## src/design/twfes_pkg.sv

```systemverilog
// ============================================================================
// twfes_pkg
// Shared widths, sideband type and helpers for the tile water flow and
// erosion step pipeline.
// ============================================================================
`default_nettype none

package twfes_pkg;

    localparam int DIR_N        = 8;   // neighbour directions E,NE,N,NW,W,SW,S,SE
    localparam int DIR_W        = 3;
    localparam int ELEV_W       = 8;
    localparam int WGT_W        = 9;   // 1 + 255 at most
    localparam int SUM_W        = 12;  // 8 * 256 at most
    localparam int DRAW_W       = 16;
    localparam int EROS_W       = 10;
    localparam int REM_STG      = 4;   // remainder stages
    localparam int BITS_PER_STG = DRAW_W / REM_STG;

    localparam logic [ELEV_W-1:0] SAT_MAX = 8'hFF;

    typedef logic [ELEV_W-1:0] level_t;

    // Per-item data that rides alongside the remainder unit
    typedef struct packed {
        level_t                         own_elev;
        level_t                         own_water;
        logic [DIR_N*ELEV_W-1:0]        nbr_elev;
        logic [DIR_N*ELEV_W-1:0]        nbr_water;
        logic [DIR_N-1:0]               present;
        logic                           ero_ok;
        logic                           flow_ok;
        logic [DIR_N-1:0][SUM_W-1:0]    cum;
    } side_t;

    // Surface height, saturated at the top of the byte range
    function automatic level_t sat_surface(level_t elev, level_t water);
        logic [ELEV_W:0] sum;
        sum = {1'b0, elev} + {1'b0, water};
        return sum[ELEV_W] ? SAT_MAX : sum[ELEV_W-1:0];
    endfunction

endpackage

`default_nettype wire

```

## src/design/twfes_rem_pipe.sv

```systemverilog
// ============================================================================
// twfes_rem_pipe
// Pipelined restoring remainder: draw modulo weight total, a few quotient
// bits per stage, with the item's sideband carried in step.
// ============================================================================
`default_nettype none

module twfes_rem_pipe (
    input  wire logic                          clk,
    input  wire logic                          rst_n,
    input  wire logic                          in_valid,
    input  wire logic [twfes_pkg::DRAW_W-1:0]  in_num,
    input  wire logic [twfes_pkg::SUM_W-1:0]   in_div,
    input  wire twfes_pkg::side_t              in_side,
    output logic                               out_valid,
    output logic [twfes_pkg::SUM_W-1:0]        out_rem,
    output twfes_pkg::side_t                   out_side
);
    import twfes_pkg::*;

    logic [REM_STG-1:0] vld_reg;
    logic [SUM_W-1:0]   rem_reg  [REM_STG];
    logic [SUM_W-1:0]   div_reg  [REM_STG];
    logic [DRAW_W-1:0]  num_reg  [REM_STG];
    side_t              side_reg [REM_STG];

    // One restoring step: shift in a dividend bit, subtract when it fits
    function automatic logic [SUM_W-1:0] rem_step(logic [SUM_W-1:0] rem,
                                                  logic bit_in,
                                                  logic [SUM_W-1:0] div);
        logic [SUM_W:0] trial;
        trial = {rem, bit_in};
        if (trial >= {1'b0, div})
        begin
            trial = trial - {1'b0, div};
        end
        return trial[SUM_W-1:0];
    endfunction

    for (genvar g = 0; g < REM_STG; g++)
    begin : g_stg
        logic              v_in;
        logic [SUM_W-1:0]  r_in;
        logic [SUM_W-1:0]  d_in;
        logic [DRAW_W-1:0] n_in;
        side_t             s_in;
        logic [SUM_W-1:0]  r_next;
        logic [DRAW_W-1:0] n_next;

        if (g == 0)
        begin : g_first
            assign v_in = in_valid;
            assign r_in = '0;
            assign d_in = in_div;
            assign n_in = in_num;
            assign s_in = in_side;
        end
        else
        begin : g_rest
            assign v_in = vld_reg[g-1];
            assign r_in = rem_reg[g-1];
            assign d_in = div_reg[g-1];
            assign n_in = num_reg[g-1];
            assign s_in = side_reg[g-1];
        end

        // Work off this stage's share of dividend bits
        always_comb
        begin
            r_next = r_in;
            n_next = n_in;
            for (int k = 0; k < BITS_PER_STG; k++)
            begin
                r_next = rem_step(r_next, n_next[DRAW_W-1], d_in);
                n_next = {n_next[DRAW_W-2:0], 1'b0};
            end
        end

        // Advance the valid bit
        always_ff @(posedge clk or negedge rst_n)
        begin
            if (!rst_n)
            begin
                vld_reg[g] <= 1'b0;
            end
            else
            begin
                vld_reg[g] <= v_in;
            end
        end

        // Advance the payload
        always_ff @(posedge clk)
        begin
            rem_reg[g]  <= r_next;
            num_reg[g]  <= n_next;
            div_reg[g]  <= d_in;
            side_reg[g] <= s_in;
        end
    end

    assign out_valid = vld_reg[REM_STG-1];
    assign out_rem   = rem_reg[REM_STG-1];
    assign out_side  = side_reg[REM_STG-1];

endmodule

`default_nettype wire

```

## src/design/tile_water_flow_erosion_step.sv

```systemverilog
// ============================================================================
// tile_water_flow_erosion_step
// Settles one map tile per beat: weights the eight directions by surface
// drop, picks one by draw modulo weight total and, when the tile has water
// and the weight total is not zero, moves one unit of water and possibly one unit of soil.
// ============================================================================
//
//  Channel  | Handshake             | Carries
//  ---------+-----------------------+------------------------------------------
//  input    | start, busy           | own_*, neighbour_*, flow_draw, erosion_draw
//  config   | cfg_valid, cfg_ready  | erosion_per_mille
//  result   | done (one-cycle)      | new_own_*, flowed, flow_direction, ...
//
//  A new tile is taken every cycle; busy stays low.
//  The pipeline stages are weights, prefix sums, four remainder stages (four
//  dividend bits each) and the pick/update stage that drives the outputs.
//  Reset clears the valid bits and the erosion threshold (never erode).
//  The receiver takes every result the cycle it shows; nothing stalls.
//
`default_nettype none

module tile_water_flow_erosion_step (
    input  wire logic                          clk,
    input  wire logic                          rst_n,
    input  wire logic                          start,
    output logic                               busy,
    input  wire logic                          cfg_valid,
    output logic                               cfg_ready,
    input  wire logic [twfes_pkg::EROS_W-1:0]  erosion_per_mille,
    input  wire logic [7:0]                    own_elevation,
    input  wire logic [7:0]                    own_water,
    input  wire logic [63:0]                   neighbour_elevations,
    input  wire logic [63:0]                   neighbour_waters,
    input  wire logic [7:0]                    neighbour_present,
    input  wire logic [15:0]                   flow_draw,
    input  wire logic [9:0]                    erosion_draw,
    output logic                               done,
    output logic [7:0]                         new_own_elevation,
    output logic [7:0]                         new_own_water,
    output logic                               flowed,
    output logic [2:0]                         flow_direction,
    output logic                               eroded,
    output logic                               target_present,
    output logic [7:0]                         target_new_elevation,
    output logic [7:0]                         target_new_water
);
    import twfes_pkg::*;

    logic [EROS_W-1:0] thresh_reg;

    // Stage 1 registers
    logic                         s1_vld_reg;
    logic [DIR_N-1:0][WGT_W-1:0]  s1_wgt_reg;
    logic [DIR_N-1:0][WGT_W-1:0]  s1_wgt_next;
    level_t                       s1_elev_reg;
    level_t                       s1_water_reg;
    logic [DIR_N*ELEV_W-1:0]      s1_nelev_reg;
    logic [DIR_N*ELEV_W-1:0]      s1_nwat_reg;
    logic [DIR_N-1:0]             s1_pres_reg;
    logic                         s1_ero_reg;
    logic [DRAW_W-1:0]            s1_draw_reg;
    level_t                       own_surf;

    // Stage 2 registers
    logic                         s2_vld_reg;
    side_t                        s2_side_reg;
    side_t                        s2_side_next;
    logic [DRAW_W-1:0]            s2_draw_reg;

    // Remainder pipe outputs
    logic                         rp_vld;
    logic [SUM_W-1:0]             rp_rem;
    side_t                        rp_side;

    // Output registers
    logic                         done_reg;
    level_t                       o_elev_reg;
    level_t                       o_water_reg;
    logic                         o_flowed_reg;
    logic [DIR_W-1:0]             o_dir_reg;
    logic                         o_eroded_reg;
    logic                         o_tpres_reg;
    level_t                       o_telev_reg;
    level_t                       o_twat_reg;
    level_t                       o_elev_next;
    level_t                       o_water_next;
    logic                         o_flowed_next;
    logic [DIR_W-1:0]             o_dir_next;
    logic                         o_eroded_next;
    logic                         o_tpres_next;
    level_t                       o_telev_next;
    level_t                       o_twat_next;

    logic [DIR_W-1:0]             pick_dir;
    logic                         pick_has;
    level_t                       pick_elev;
    level_t                       pick_water;
    logic                         pick_erode;

    assign busy      = 1'b0;
    assign cfg_ready = 1'b1;

    // Hold the erosion threshold
    always_ff @(posedge clk or negedge rst_n)
    begin
        if (!rst_n)
        begin
            thresh_reg <= '0;
        end
        else if (cfg_valid && cfg_ready)
        begin
            thresh_reg <= erosion_per_mille;
        end
    end

    // Stage 1: direction weights from surface drops
    always_comb
    begin
        level_t nsurf;
        own_surf = sat_surface(own_elevation, own_water);
        for (int d = 0; d < DIR_N; d++)
        begin
            nsurf = sat_surface(neighbour_elevations[d*ELEV_W +: ELEV_W],
                                neighbour_waters[d*ELEV_W +: ELEV_W]);
            if (!neighbour_present[d])
            begin
                s1_wgt_next[d] = WGT_W'(1);
            end
            else if (nsurf <= own_surf)
            begin
                s1_wgt_next[d] = {1'b0, own_surf} - {1'b0, nsurf} + WGT_W'(1);
            end
            else
            begin
                s1_wgt_next[d] = '0;
            end
        end
    end

    always_ff @(posedge clk or negedge rst_n)
    begin
        if (!rst_n)
        begin
            s1_vld_reg <= 1'b0;
        end
        else
        begin
            s1_vld_reg <= start && !busy;
        end
    end

    always_ff @(posedge clk)
    begin
        s1_wgt_reg   <= s1_wgt_next;
        s1_elev_reg  <= own_elevation;
        s1_water_reg <= own_water;
        s1_nelev_reg <= neighbour_elevations;
        s1_nwat_reg  <= neighbour_waters;
        s1_pres_reg  <= neighbour_present;
        s1_ero_reg   <= erosion_draw < thresh_reg;
        s1_draw_reg  <= flow_draw;
    end

    // Stage 2: running weight sums; the last one is the total
    always_comb
    begin
        logic [SUM_W-1:0] run;
        run = '0;
        for (int d = 0; d < DIR_N; d++)
        begin
            run = run + SUM_W'(s1_wgt_reg[d]);
            s2_side_next.cum[d] = run;
        end
        s2_side_next.own_elev  = s1_elev_reg;
        s2_side_next.own_water = s1_water_reg;
        s2_side_next.nbr_elev  = s1_nelev_reg;
        s2_side_next.nbr_water = s1_nwat_reg;
        s2_side_next.present   = s1_pres_reg;
        s2_side_next.ero_ok    = s1_ero_reg;
        s2_side_next.flow_ok   = (s1_water_reg != '0) && (run != '0);
    end

    always_ff @(posedge clk or negedge rst_n)
    begin
        if (!rst_n)
        begin
            s2_vld_reg <= 1'b0;
        end
        else
        begin
            s2_vld_reg <= s1_vld_reg;
        end
    end

    always_ff @(posedge clk)
    begin
        s2_side_reg <= s2_side_next;
        s2_draw_reg <= s1_draw_reg;
    end

    // Stages 3 to 6: draw modulo total
    twfes_rem_pipe u_rem (
        .clk       (clk),
        .rst_n     (rst_n),
        .in_valid  (s2_vld_reg),
        .in_num    (s2_draw_reg),
        .in_div    (s2_side_reg.cum[DIR_N-1]),
        .in_side   (s2_side_reg),
        .out_valid (rp_vld),
        .out_rem   (rp_rem),
        .out_side  (rp_side)
    );

    // Stage 7: first direction whose running sum exceeds the remainder
    always_comb
    begin
        pick_dir = DIR_W'(DIR_N - 1);
        for (int d = DIR_N - 1; d >= 0; d--)
        begin
            if (rp_rem < rp_side.cum[d])
            begin
                pick_dir = DIR_W'(d);
            end
        end
        pick_has   = rp_side.present[pick_dir];
        pick_elev  = rp_side.nbr_elev[pick_dir*ELEV_W +: ELEV_W];
        pick_water = rp_side.nbr_water[pick_dir*ELEV_W +: ELEV_W];
        pick_erode = (!pick_has || (pick_elev <= rp_side.own_elev)) &&
                     rp_side.ero_ok && (rp_side.own_elev != '0);
    end

    // Apply the move of water and soil
    always_comb
    begin
        o_elev_next   = rp_side.own_elev;
        o_water_next  = rp_side.own_water;
        o_flowed_next = 1'b0;
        o_dir_next    = '0;
        o_eroded_next = 1'b0;
        o_tpres_next  = 1'b0;
        o_telev_next  = '0;
        o_twat_next   = '0;
        if (rp_side.flow_ok)
        begin
            o_flowed_next = 1'b1;
            o_dir_next    = pick_dir;
            o_water_next  = rp_side.own_water - ELEV_W'(1);
            o_eroded_next = pick_erode;
            if (pick_erode)
            begin
                o_elev_next = rp_side.own_elev - ELEV_W'(1);
            end
            if (pick_has)
            begin
                o_tpres_next = 1'b1;
                o_telev_next = pick_elev;
                o_twat_next  = pick_water;
                if (sat_surface(pick_elev, pick_water) != SAT_MAX)
                begin
                    o_twat_next = pick_water + ELEV_W'(1);
                end
                if (pick_erode && (pick_elev != SAT_MAX))
                begin
                    o_telev_next = pick_elev + ELEV_W'(1);
                end
            end
        end
    end

    always_ff @(posedge clk or negedge rst_n)
    begin
        if (!rst_n)
        begin
            done_reg <= 1'b0;
        end
        else
        begin
            done_reg <= rp_vld;
        end
    end

    always_ff @(posedge clk)
    begin
        o_elev_reg   <= o_elev_next;
        o_water_reg  <= o_water_next;
        o_flowed_reg <= o_flowed_next;
        o_dir_reg    <= o_dir_next;
        o_eroded_reg <= o_eroded_next;
        o_tpres_reg  <= o_tpres_next;
        o_telev_reg  <= o_telev_next;
        o_twat_reg   <= o_twat_next;
    end

    assign done                 = done_reg;
    assign new_own_elevation    = o_elev_reg;
    assign new_own_water        = o_water_reg;
    assign flowed               = o_flowed_reg;
    assign flow_direction       = o_dir_reg;
    assign eroded               = o_eroded_reg;
    assign target_present       = o_tpres_reg;
    assign target_new_elevation = o_telev_reg;
    assign target_new_water     = o_twat_reg;

endmodule

`default_nettype wire

```

## config.mk

```make
export PLATFORM = sky130hd
export DESIGN_NAME = tile_water_flow_erosion_step
export DESIGN_NICKNAME = d
export VERILOG_FILES = /design/src/design/twfes_pkg.sv /design/src/design/twfes_rem_pipe.sv /design/src/design/tile_water_flow_erosion_step.sv
export SDC_FILE = /design/constraint.sdc
export NUM_CORES = 2
export LEC_CHECK = 0
export BUFFER_PORTS_ARGS = -buffer_cell sky130_fd_sc_hd__buf_2
export CAP_MARGIN = 20
export CORE_UTILIZATION = 55
export CTS_CLUSTER_DIAMETER = 100
export CTS_CLUSTER_SIZE = 30
export DETAILED_ROUTE_END_ITERATION = 6
export PLACE_DENSITY_LB_ADDON = 0.2
export SLEW_MARGIN = 20
export SYNTH_ARGS = -nofsm -noshare
export SYNTH_HDL_FRONTEND = slang
export SYNTH_SLANG_ARGS = --single-unit
```

## constraint.sdc

```tcl
create_clock -name clk -period 10.35 [get_ports clk]
set_input_delay 1.5525 -clock clk [delete_from_list [all_inputs] [get_ports clk]]
set_output_delay 1.5525 -clock clk [all_outputs]
set_load 0.02 [all_outputs]
```

== Word level (Yosys, flattened, before mapping) ==
Memory sizes are Yosys's and may differ from the RTL's.
Cells that the tools add are included.

* Mux-type cells: 50
* Magnitude comparators: 34
* Add/subtract/negate cells: 53
* Shift-type cells: 2
* Bitwise operators: 0
* Div/mod/pow operators: 0
* $mul: 0
* Reduce and logical (&&, ||, !) cells: 18
* Eq/ne operators: 2

{| class="wikitable"
|+ Operators with widths
! cell !! number
|-
| 13-bit by 12-bit greater-or-equal comparator with 1-bit output || 15
|-
| 12-bit 2-to-1 mux || 16
|-
| 12-bit subtractor || 15
|-
| 64-bit by 7-bit variable part select with 8-bit output || 2
|-
| 8-bit 2-to-1 mux || 15
|-
| 8-bit by 8-bit adder with 9-bit output || 10
|-
| 12-bit < comparator || 7
|-
| 9-bit by 1-bit adder with 9-bit output, second input constant || 8
|-
| 8-bit <= comparator || 9
|-
| 8-bit by 8-bit subtractor with 9-bit output || 8
|-
| 12-bit by 9-bit adder with 12-bit output || 4
|-
| 3-bit 2-to-1 mux || 6
|-
| 2-bit AND reduction || 9
|-
| 8-bit by 1-bit adder with 8-bit output, second input constant || 2
|-
| 8-bit != test, second input constant || 2
|-
| 8-bit nonzero test || 2
|-
| 8-bit by 1-bit subtractor with 8-bit output, second input constant || 2
|-
| 11-bit by 9-bit adder with 12-bit output || 1
|-
| 1-bit by 12-bit greater-or-equal comparator with 1-bit output || 1
|-
| 1-bit 2-to-1 mux || 12
|-
| 12-bit nonzero test || 1
|-
| 1-bit by 12-bit subtractor with 12-bit output || 1
|-
| 10-bit by 9-bit adder with 11-bit output || 1
|-
| 9-bit by 9-bit adder with 10-bit output || 1
|-
| other kinds (6) || 9
|}

* Memory bits (read-only): 0
* Bits in latches: 0
* Memories kept: 4
* Memory bits (writable): 1144
* Flip-flop bits (word level): 556

{| class="wikitable"
|+ Memory list
! memory !! words !! bits a word !! read ports !! clocked after memory_dff !! wr ports !! line !! source
|-
| u_rem.side_reg || 4 || 250 || 4 || 0 || 4 || twfes_rem_pipe.sv:25 || <nowiki>side_t side_reg [REM_STG];</nowiki>
|-
| u_rem.div_reg || 4 || 12 || 3 || 0 || 4 || twfes_rem_pipe.sv:23 || <nowiki>logic [SUM_W-1:0] div_reg [REM_STG];</nowiki>
|-
| u_rem.num_reg || 4 || 12 || 3 || 0 || 4 || twfes_rem_pipe.sv:24 || <nowiki>logic [DRAW_W-1:0] num_reg [REM_STG];</nowiki>
|-
| u_rem.rem_reg || 4 || 12 || 4 || 0 || 4 || twfes_rem_pipe.sv:22 || <nowiki>logic [SUM_W-1:0] rem_reg [REM_STG];</nowiki>
|}

== Logic depth before layout (Yosys ltp) ==
An unclocked memory read counts as a cell.

* Depth after elaboration: 17
* Mapped depth: 50

== Hierarchy ==
Synthesis repeated with hierarchy kept, for this count alone.

* Cells, all modules: 5173
* Area total of the unflattened synthesis: 59019.1 um^2

{| class="wikitable"
|+ Modules (own cells, without submodules)
! module !! sequential area each (um^2) !! times used !! area an instance (um^2) !! cells each
|-
| twfes_rem_pipe || 22281.4 || 1 || 32451.1 || 2501
|-
| tile_water_flow_erosion_step || 11115.7 || 1 || 26568.0 || 2672
|}

== Worst setup path before layout ==
No wires, ideal clock.

* Path type: register -> register
* Start: memory u_rem.div_reg[1][1]
* End: memory u_rem.rem_reg[2][10]
* Clock period less this slack: 9.765 ns
* Cell stages (with the launch flop): 51
* Data arrival time: 9.644 ns
* Setup slack: 0.585 ns
* Setup time: 0.121 ns
* Cells stage by stage: dfxtp_1 inv_1 ha_1 nor2b_1 o21ai_0 a21boi_0 o21ai_1 a21oi_1 o211ai_1 a31oi_1 clkbuf_1 nor2_1 a21oi_1 ha_1 nor2b_1 o21ai_1 a21boi_1 o211ai_1 [... 15 more ...] nor2_1 buf_2 mux2_2 inv_1 ha_1 nor2b_1 o21ai_0 a21boi_0 o21ai_0 a21boi_0 o21ai_0 nand2b_1 nand4_1 a31oi_1 nor3_1 o2111ai_1 buf_2 mux2_2

{| class="wikitable"
|+ RTL lines
! item !! line
|-
| start, declared || twfes_rem_pipe.sv:23
|-
| end, declared || twfes_rem_pipe.sv:22
|}

==> results.md <==
* Kind of capture point of the worst setup path: flip-flop
* Area of the placeable core at 102,000 sq um
* Gr usage total at 0.223
* Data required, critical path at 10.97 ns
* Critical path fanouts, max at 12
* Yosys reg bits at 1,592
* Hold bufs inserted after CTS at 0
* Total CTS buffers at 61
* Average vias per placed instance at 5.10
* Maximum number of pins on one net before global-route repair at 31
* Fraction of final layout cells sized beyond drive strength 1 at 0.106
* Number of cell rows at 117
* CTS tree: built
* Delay of the slowest cell on the worst path at ~0.43 ns
* Category of the worst setup path launch point: flip-flop
* Number of buffer cells added on primary ports at 230
* Clock transition at the register clock pins on the worst setup and hold paths after CTS at 0.11 ns
* Unique masters post-synth at 92
* Latest clock arrival within the worst-skew pair at 0.73 ns
* Synthesized Nets at about 5,800
* Final setup violation count at 0
* Total grt overflow at 0
* Fraction of the cycle the final worst path needs at 0.939
* Origin of the critical flop-to-flop path: u_rem.div_reg[1][1]
* Cell taking the most area after synthesis: dfxtp_1
* Capturing point of the worst reg2reg path: u_rem.rem_reg[2][11]
* Most common cell after layout, fill and taps aside: dfxtp_1
* Synth area leaders: dfxtp_1 56%, ha_1 13%, inv_1 3.0%, xnor2_1 3.0%, a21oi_1 2.4%
* Area grow syn2layout at 8.67%
* Post-Route Skew at approximately 0.057 ns
* WL final at 117,000 microns
* Path class of the lowest-slack min-delay path: flip-flop to flip-flop
* Number of enable flip-flop cells after synthesis at 0
* IO Pins at approximately 230
* Slew at the pin with the worst max-slew slack at 0.930 ns
* Worst setup path end: u_rem.rem_reg[2][11]
* Number of non-filler instances in the completed layout at roughly 6,600
* Worst-case register-to-register setup slack at ~0.63 ns
* # nets final at between 6,000 and 7,000
* Max Cap Viol at 0
* CP max-delay cell: dfxtp_1
* Wire length of the first global-routing pass at roughly 180,000 microns
* Clock Path Buffers at 3
* Pre-antenna DRT Iters at 5
* Placed cell count at 6,549
* Tightest slew margin relative to the limit at 0.362
* Max Slew Vio Count at 0
* Share of flip-flops with an asynchronous set or reset after synthesis at 0.0107
* Floorplan die width at about 320 microns
* Number of clock sinks at 1,592
* Syn. warnings at 0
* Total count of hold-check failures in the final report at 0
* Commonest cells after routing, fill and taps aside: 1,574 x dfxtp_1, 602 x ha_1, 457 x inv_1
* Die boundary height at about 320 microns
* Routed vias at 33,800
* H-tree levels at 2
* Routed wire per std cell at 17.7 microns
* Number of cells traversed by the worst hold path at 0
* RD Place Congestion at 0.891
* HPWL after DPL at 92,500 microns
* Iteration-0 DRC count of the detailed router at 1,791
* Number of cell instances on the worst register-to-register path at between 40 and 50
* Initial antenna violation count at 10
* Number of cells produced by synthesis at 4,951
* Setup_tns at 0 ns
* Average size of a mapped cell at 11.4 sq um
* DRC at 0
* Area fraction of the dominant cell type after synthesis at 0.557
* Crit path launch: u_rem.div_reg[1][1]
* Number of nets with antenna violations after detailed routing at 0
* Max FFs per register at 931
* Clock root buffer master: clkbuf_16
* Full die area at 104,000 sq um
* Outcome: finished, final reports clean
* Initial standard-cell utilization of the core at 0.556
* Crit Path Category: flip-flop to flip-flop
* Share of the yosys chip area belonging to registers at 0.564
* Hold Slack at 0.292 ns
* Period minus WS final at 9.72 ns
* Worst EP arrival at 10.33 ns
* Synthesized area at 56,600 sq um
* Most common flop cell mapped by yosys: dfxtp_1
* Vias in the first global route at 32,600
* Highest clock frequency the design can meet at 0.103 GHz
==> worst min path at each step <==
stage,from,slack (ns),to
after floorplan,s1_draw_reg[0],0.31,s2_draw_reg[0]
after global placement,u_rem.side_reg[0][20],0.31,u_rem.side_reg[1][20]
after detailed placement,u_rem.num_reg[1][4],0.31,u_rem.num_reg[2][8]
after CTS,u_rem.side_reg[0][40],0.29,u_rem.side_reg[1][40]
after global routing,u_rem.side_reg[1][26],0.30,u_rem.side_reg[2][26]
final,u_rem.side_reg[1][26],0.29,u_rem.side_reg[2][26]
==> metrics by stage <==
| stage | cell area (sq um) | setup WS [ns] | util |
|---|---|---|---|
| finish | 61500 | 0.633 | 0.604 |
| global route | 61500 | -0.0372 | 0.604 |
| CTS | 61400 | 0.204 | 0.602 |
| detailed placement | 59600 | 0.319 | 0.585 |
| global placement | 59600 | 0.487 | 0.585 |
| floorplan | 56600 | 0.585 | - |
==> final cells by class <==
class	count	area, sq um
Timing Repair Buffer	270	1460
Clock inverter	12	216
Tap cell	1368	1710
Clock buffer	61	1530
Fill cell	8432	40300
Sequential cell	1592	32000
Inverter	459	1730
Multi-Input combinational cell	2865	22900
Antenna cell	2	5.00
==> repair_timing <==
item / 4_1_cts / 5_1_grt
endpoints found under the setup margin: 0 / 48
resized for setup: 0 / 31
buffers inserted: 0 / 4
==> synthesized netlist by cell type, types with 7 or more instances <==
cell type / count
a211oi_1: 19
a21boi_0: 20
a21o_1: 127
a21oi_1: 270
a221o_1: 7
a31o_2: 8
a31oi_1: 8
and2_1: 9
and3_1: 22
buf_2: 15
clkbuf_1: 17
dfrtp_1: 17
dfxtp_1: 1575
fa_1: 40
ha_1: 602
inv_1: 458
mux2_2: 99
mux2i_1: 92
nand2_1: 214
nand2b_1: 47
nand3_1: 54
nand4_1: 43
nor2_1: 247
nor2b_1: 70
nor3_1: 52
nor3b_1: 9
nor4_1: 20
o211ai_1: 21
o21a_1: 33
o21ai_0: 210
o21ai_1: 11
o21bai_1: 31
o31a_1: 11
o31ai_1: 14
or2_2: 51
or3_1: 15
or4_1: 7
xnor2_1: 195
xor2_1: 89
==> worst max-delay path, delay by kind of cell (launching register included) <==
kind	cells	cell delay [ns]
simple gates	7	0.95
mux	4	1.41
flops	1	0.43
buf+inv	3	0.54
fa+ha+maj	4	1.29
compound gates	26	4.97
==> layer usage <==
layer | part of all wire | GRT usage | routed length (microns) | up-vias
li1 | - | - | - | 17200
met1 | 0.47 | 0.304 | 55300 | 15800
met2 | 0.46 | 0.373 | 54500 | 602
met3 | 0.045 | 0.0340 | 5320 | 130
met4 | 0.020 | 0.0494 | 2350 | 12
met5 | 0.00060 | 0 | 70 | -
==> kinds of logic (layout without fill, tap and decap cells) <==
logic type      count (synthesis)  count (layout)  share of synthesized area
compound gates                859             859                     0.0966
fa+ha+maj                     642             642                      0.147
buf+inv                       494             802                     0.0333
other cells                     2               4                   0.000133
mux                           193             193                     0.0363
xor+xnor                      289             289                     0.0458
simple gates                  880             880                     0.0764
flops                        1592            1592                      0.564
Power is not shown: default switching activity piles up to over one toggle a cycle in this logic, so the estimate is an artifact.
